File: config.mk
export PLATFORM = sky130hd
export DESIGN_NAME = pge_walker
export DESIGN_NICKNAME = d
export VERILOG_FILES = /design/src/sv/pge_pkg.sv /design/src/sv/pge_walker.sv
export SDC_FILE = /design/constraint.sdc
export NUM_CORES = 1
export LEC_CHECK = 0
export BUFFER_PORTS_ARGS = -buffer_cell sky130_fd_sc_hd__buf_4
export CAP_MARGIN = 10
export CORE_ASPECT_RATIO = 1.5
export CORE_MARGIN = 2
export CORE_UTILIZATION = 43
export CTS_BUF_LIST = sky130_fd_sc_hd__clkbuf_4 sky130_fd_sc_hd__clkbuf_8
export DETAILED_ROUTE_END_ITERATION = 8
export GPL_TIMING_DRIVEN = 0
export HOLD_SLACK_MARGIN = 0.05
export PLACE_DENSITY = 0.7
export SKIP_LAST_GASP = 1
export SYNTH_ARGS = -nofsm -noshare
export SYNTH_HDL_FRONTEND = slang
export SYNTH_SLANG_ARGS = --single-unit
File: constraint.sdc
create_clock -name clk_i -period 2.16 [get_ports clk_i]
set_clock_uncertainty 0.05 [all_clocks]
set_input_delay 0.108 -clock clk_i [delete_from_list [all_inputs] [get_ports clk_i]]
set_output_delay 0.108 -clock clk_i [all_outputs]
set_load 0.1 [all_outputs]
File: src/sv/pge_pkg.sv
// Shared types for the pheromone grid engine: cell word and walker controls.
`timescale 1ns / 1ps

package pge_pkg;

  localparam int unsigned ValW = 16;

  typedef struct packed {
    logic [ValW-1:0] lost;
    logic [ValW-1:0] nest;
    logic [ValW-1:0] food;
  } cell_t;

  typedef struct packed {
    logic start;
    logic step;
  } walk_ctl_t;

endpackage

File: src/sv/pge_walker.sv
// Row and column walker that steps through a rectangle of cells.
`timescale 1ns / 1ps

module pge_walker
  import pge_pkg::*;
#(
  parameter int unsigned RW = 8,
  parameter int unsigned CW = 8
) (
  input  logic          clk_i,
  input  logic          rst_ni,
  input  walk_ctl_t     ctl_i,
  input  logic [RW-1:0] last_row_i,
  input  logic [CW-1:0] last_col_i,
  output logic [RW-1:0] row_o,
  output logic [CW-1:0] col_o,
  output logic          last_o
);

  logic [RW-1:0] row_q, row_d;
  logic [CW-1:0] col_q, col_d;
  logic          col_end;

  assign col_end = (col_q == last_col_i);
  assign last_o  = col_end && (row_q == last_row_i);

  always_comb begin
    row_d = row_q;
    col_d = col_q;
    priority if (ctl_i.start) begin
      row_d = '0;
      col_d = '0;
    end else if (ctl_i.step) begin
      if (col_end) begin
        col_d = '0;
        row_d = row_q + RW'(1);
      end else begin
        col_d = col_q + CW'(1);
      end
    end
  end

  always_ff @(posedge clk_i or negedge rst_ni) begin
    if (!rst_ni) begin
      row_q <= '0;
      col_q <= '0;
    end else begin
      row_q <= row_d;
      col_q <= col_d;
    end
  end

  assign row_o = row_q;
  assign col_o = col_q;

endmodule

== Word level (Yosys, flattened, before mapping) ==
Cells that the tools add are included.

* Magnitude comparators: 0
* Mux-type cells: 6
* Div/mod/pow operators: 0
* Shift operators: 0
* Add/subtract/negate cells: 2
* Reductions and logical operators: 4
* Equality and inequality tests: 2
* Multiply operators: 0
* Bitwise operators: 0

{| class="wikitable"
|+ Operators by type and width
! kind !! count
|-
| 8-bit 2-to-1 mux || 6
|-
| 8-bit by 1-bit adder with 8-bit output (second input constant) || 2
|-
| 8-bit == test || 2
|-
| 2-bit nonzero test || 2
|-
| 2-bit AND reduction || 1
|-
| 1-bit logical AND || 1
|}

* Memories kept: 0
* Bits in registers: 16
* Memory bits (writable): 0
* ROM bits: 0
* Bits of input ports: 20
* Logic and storage cells: 16
* Latch bits: 0

== Logic depth before layout (Yosys ltp) ==
* Depth after elaboration: 4
* Depth in mapped cells: 5

== Least setup slack after synthesis ==
No wires, ideal clock.

* Path type: reg2out
* From: register col_q[2] (netlist: col_o[2])
* To: output port last_o
* Cell stages (with the launch flop): 5
* Setup slack: -2.558 ns
* Required time: 2.002 ns
* Arrival: 4.560 ns
* Cells stage by stage: dfrtp_1 -> xnor2_1 -> nand4_2 -> buf_2 -> nor4_1

* Word-level cells in the longest chain between the ends: 2

{| class="wikitable"
|+ Ends and longest elaborated chain
! element !! line !! text
|-
| start: declaration || pge_walker.sv:21 || <nowiki>logic [CW-1:0] col_q, col_d;</nowiki>
|-
| start signal: assignment || pge_walker.sv:49 || <nowiki>col_q <= col_d;</nowiki>
|-
| 8-bit == test || pge_walker.sv:24 || <nowiki>assign col_end = (col_q == last_col_i);</nowiki>
|-
| 1-bit logical AND || pge_walker.sv:25 || <nowiki>assign last_o = col_end && (row_q == last_row_i);</nowiki>
|-
| end: declaration || pge_walker.sv:17 || <nowiki>output logic last_o</nowiki>
|}

No other way between the ends.

== Worst setup path after layout ==
Ends and elaborated chain as after synthesis.

==> out/qor.txt <==
Synth Net Count: 144
Clock network power share: 0.265
Ant. Diodes: 0
Vias/cell: 5.718
RSZ-0062 raised after global routing: false
Critical Path Source: col_o[2]$_DFFE_PN0P_
Num CTS Buffers: 3
Maximum VDD drop: 0.0003032 V
Reg2reg path depth: 5
Top Ports: 37
CP arrival: 1.94 ns
Crit. End Element: output port
Syn Area/Cell: 9.005 sq um
Area grow syn2layout: 40.89%
Minimum setup slack after placement: 0.1226 ns
Synth Register Bits: 16
Max clock buf depth: 2
WL final: 2947 microns
Synth cell types: 29
Seq pwr share: 0.518
FP Rows: 22
DRC: 0
DR pass1 iterations: 4
Comb power frac: 0.217
Mapped Area: 0.001099 sq mm
Status: finished, final reports clean
Internal Power: 424.7 uW
Post-Synth Simple-Gate Area: 0.2733
Final setup TNS: 0 ns
Die Y: 65.91 microns
Async SR Flop Fraction: 1.000
Worst min-delay path class: input pin to register
Largest cells by area after synthesis: dfrtp_1 36%, xnor2_1 14%, mux2_2 6.2%, nor2b_1 4.0%, nand2_1 3.4%
Pwr dens: 387.3 mW/mm^2
Hold Vio Cnt, Final: 0
R2r startpoint: col_o[2]$_DFFE_PN0P_
Final setup margin: 0.06574 ns
Critical Path End: last_o
Top cell type's share of synthesized area: 0.3645
Final net count: 188
Worst-skew pair later-pin latency: 0.29 ns
Main combinational cell family by area after synthesis: simple AND/OR/NAND/NOR gates
Clock transition at path regs: 0.09 ns
Fmax achieved: 477.5 MHz
Die Area: 0.002984 sq mm
TritonCTS clock tree: done
Total GRT Usage: 0.2167
Top fanout value on the critical path: 10
CP startpoint kind: register
Reg-to-reg endpoint: row_o[0]$_DFFE_PN0P_
Synth Area in Compound Gates: 0.09226
Final setup viols: 0
Synth Area in XOR/XNOR: 0.1435
Post-synth EDFFs: 0
Largest net degree at the start of global routing: 17
Root buffer cell: clkbuf_4
Final Power: 599.5 uW
Post-synthesis mux area share: 0.07973
Crit Path Class: register to output port
Max Transition Viols Final: 0
Slew margin rel.: 0.6753
First-pass GRT wire length: 4830 microns
Post-route minimum period: 2.094 ns
Initial Utilization: 0.4484
PortBufs: 35
Synth Warn #: 0
Share of cells above drive strength 1: 0.4451
Synth Instances: 122
Routed WL per cell: 15.68 microns
Post-synthesis adder-cell area fraction: 0.02278
Synth top cells by count: 17 x xnor2_1, 16 x dfrtp_1, 10 x nand2_1, 10 x nor2_1
Vias in the first global route: 1,066
Max H-tree Level: 1
Clock Sinks: 16
GPL Wtd Cong: 0.8020
Sw Ratio: 0.2916
Hold Crit Start: ctl_i[0]
Post-synthesis sequential area ratio: 0.3645
Grt ovf: 0
Dpl hpwl: 2169 microns
Die X: 45.27 microns
Fin crit share: 0.9696
Ys flop type: dfrtp_1
Initial antenna violation count: 0
Post-DRT Antenna Nets: 0
Crit path required time: 2.00 ns
Core area: 0.002450 sq mm
FF-to-FF setup slack: 0.22 ns
Lkg Pwr: 0.0006088 uW
Top-count cell post-synth: xnor2_1
Worst Max-Slew Pin Slew: 0.4870 ns
Fin util: 0.6318
Psw: 174.8 uW
Max Cap Viol: 0
Starting DRT DRC Count: 26
Routed vias: 1,075
Area leader, netlist: dfrtp_1
[power groups by stage]
stage               logic (uW)  registers (uW)  clock network [uW]
floorplan                 48.5             339                   0
global placement           121             317                   0
detailed placement         124             317                   0
CTS                        129             311                 163
global route               139             311                 167
finish                     130             310                 159
[critical path: stages (launching register included)]
cell	delay [ns]
dfrtp_4	0.53
xnor2_2	0.23
nand4_4	0.17
buf_6	0.18
nor4_4	0.27
buf_6	0.26
[logic make-up (layout without fill, tap and decap cells)]
logic type,count (synthesis),in the layout
and+or+nand+nor,56,56
xor gates and xnor gates,18,18
AOI/OAI and AO/OA,16,16
DFF,16,16
muxes,8,8
buffers and inverters,6,48
adders and majority gates,2,2
[sequential cells by signal, indices dropped and copies added (netlist names)]
| signal | cells |
|---|---|
| col_o | 8 |
| row_o | 8 |
[repair_timing]
action                                  CTS  global route
buffers inserted                          1             2
pin swaps                                 1             1
hold buffers                              1             0
gates resized for setup                   2             0
endpoints found under the hold margin    16             0
endpoints found under the setup margin    1             1
[routing by layer]
metal  GRT usage  wire length, microns
met5           0                     0
met1      0.2496                  1183
met3     0.01639                    88
met2      0.3982                  1644
met4     0.07721                    31
[final cells by class]
cell class	instances	area [sq um]
tap	24	30.03
inverter	1	3.754
fill	212	902.1
sequential	16	437.9
clock buffer	3	22.52
buffer	5	28.78
multi-input combinational	100	725.7
timing repair buffer	39	299.0
[metrics by stage]
step           cells  hold slack, ns  cell area, sq um
2_1_floorplan    122         -0.2376              1187
3_3_place_gp     181        -0.06778              1480
3_5_place_dp     181        -0.06570              1480
4_1_cts          186          0.1188              1533
5_1_grt          188          0.1286              1548
6_report         188          0.1282              1548
[worst min path at each step]
stage,to,cells after the start
5_1_grt,col_o[3]$_DFFE_PN0P_,2
3_5_place_dp,col_o[5]$_DFFE_PN0P_,1
2_1_floorplan,col_o[7]$_DFFE_PN0P_,0
6_report,col_o[3]$_DFFE_PN0P_,2
3_3_place_gp,col_o[5]$_DFFE_PN0P_,1
4_1_cts,col_o[3]$_DFFE_PN0P_,2
[placed cells by master (no fill, tap or decap), types with 2 or more instances in the layout]
cell / synthesis / layout
xnor2_2: 0 / 4
nor2_1: 10 / 10
o21ai_0: 3 / 3
a21oi_1: 5 / 5
nand4_1: 5 / 5
dfrtp_2: 0 / 9
nor2b_1: 7 / 7
buf_4: 0 / 37
clkbuf_1: 2 / 2
nand3_1: 4 / 4
dfrtp_4: 0 / 7
nand2b_1: 5 / 5
o2111ai_1: 2 / 2
o22ai_1: 2 / 2
mux2_2: 6 / 6
nor3_1: 7 / 7
mux2i_1: 2 / 2
nand2_1: 10 / 10
ha_1: 2 / 2
buf_6: 0 / 2
buf_2: 3 / 2
xnor2_1: 17 / 13
nor4_1: 4 / 3
clkbuf_4: 0 / 3
(Power assumes the default switching activity.)
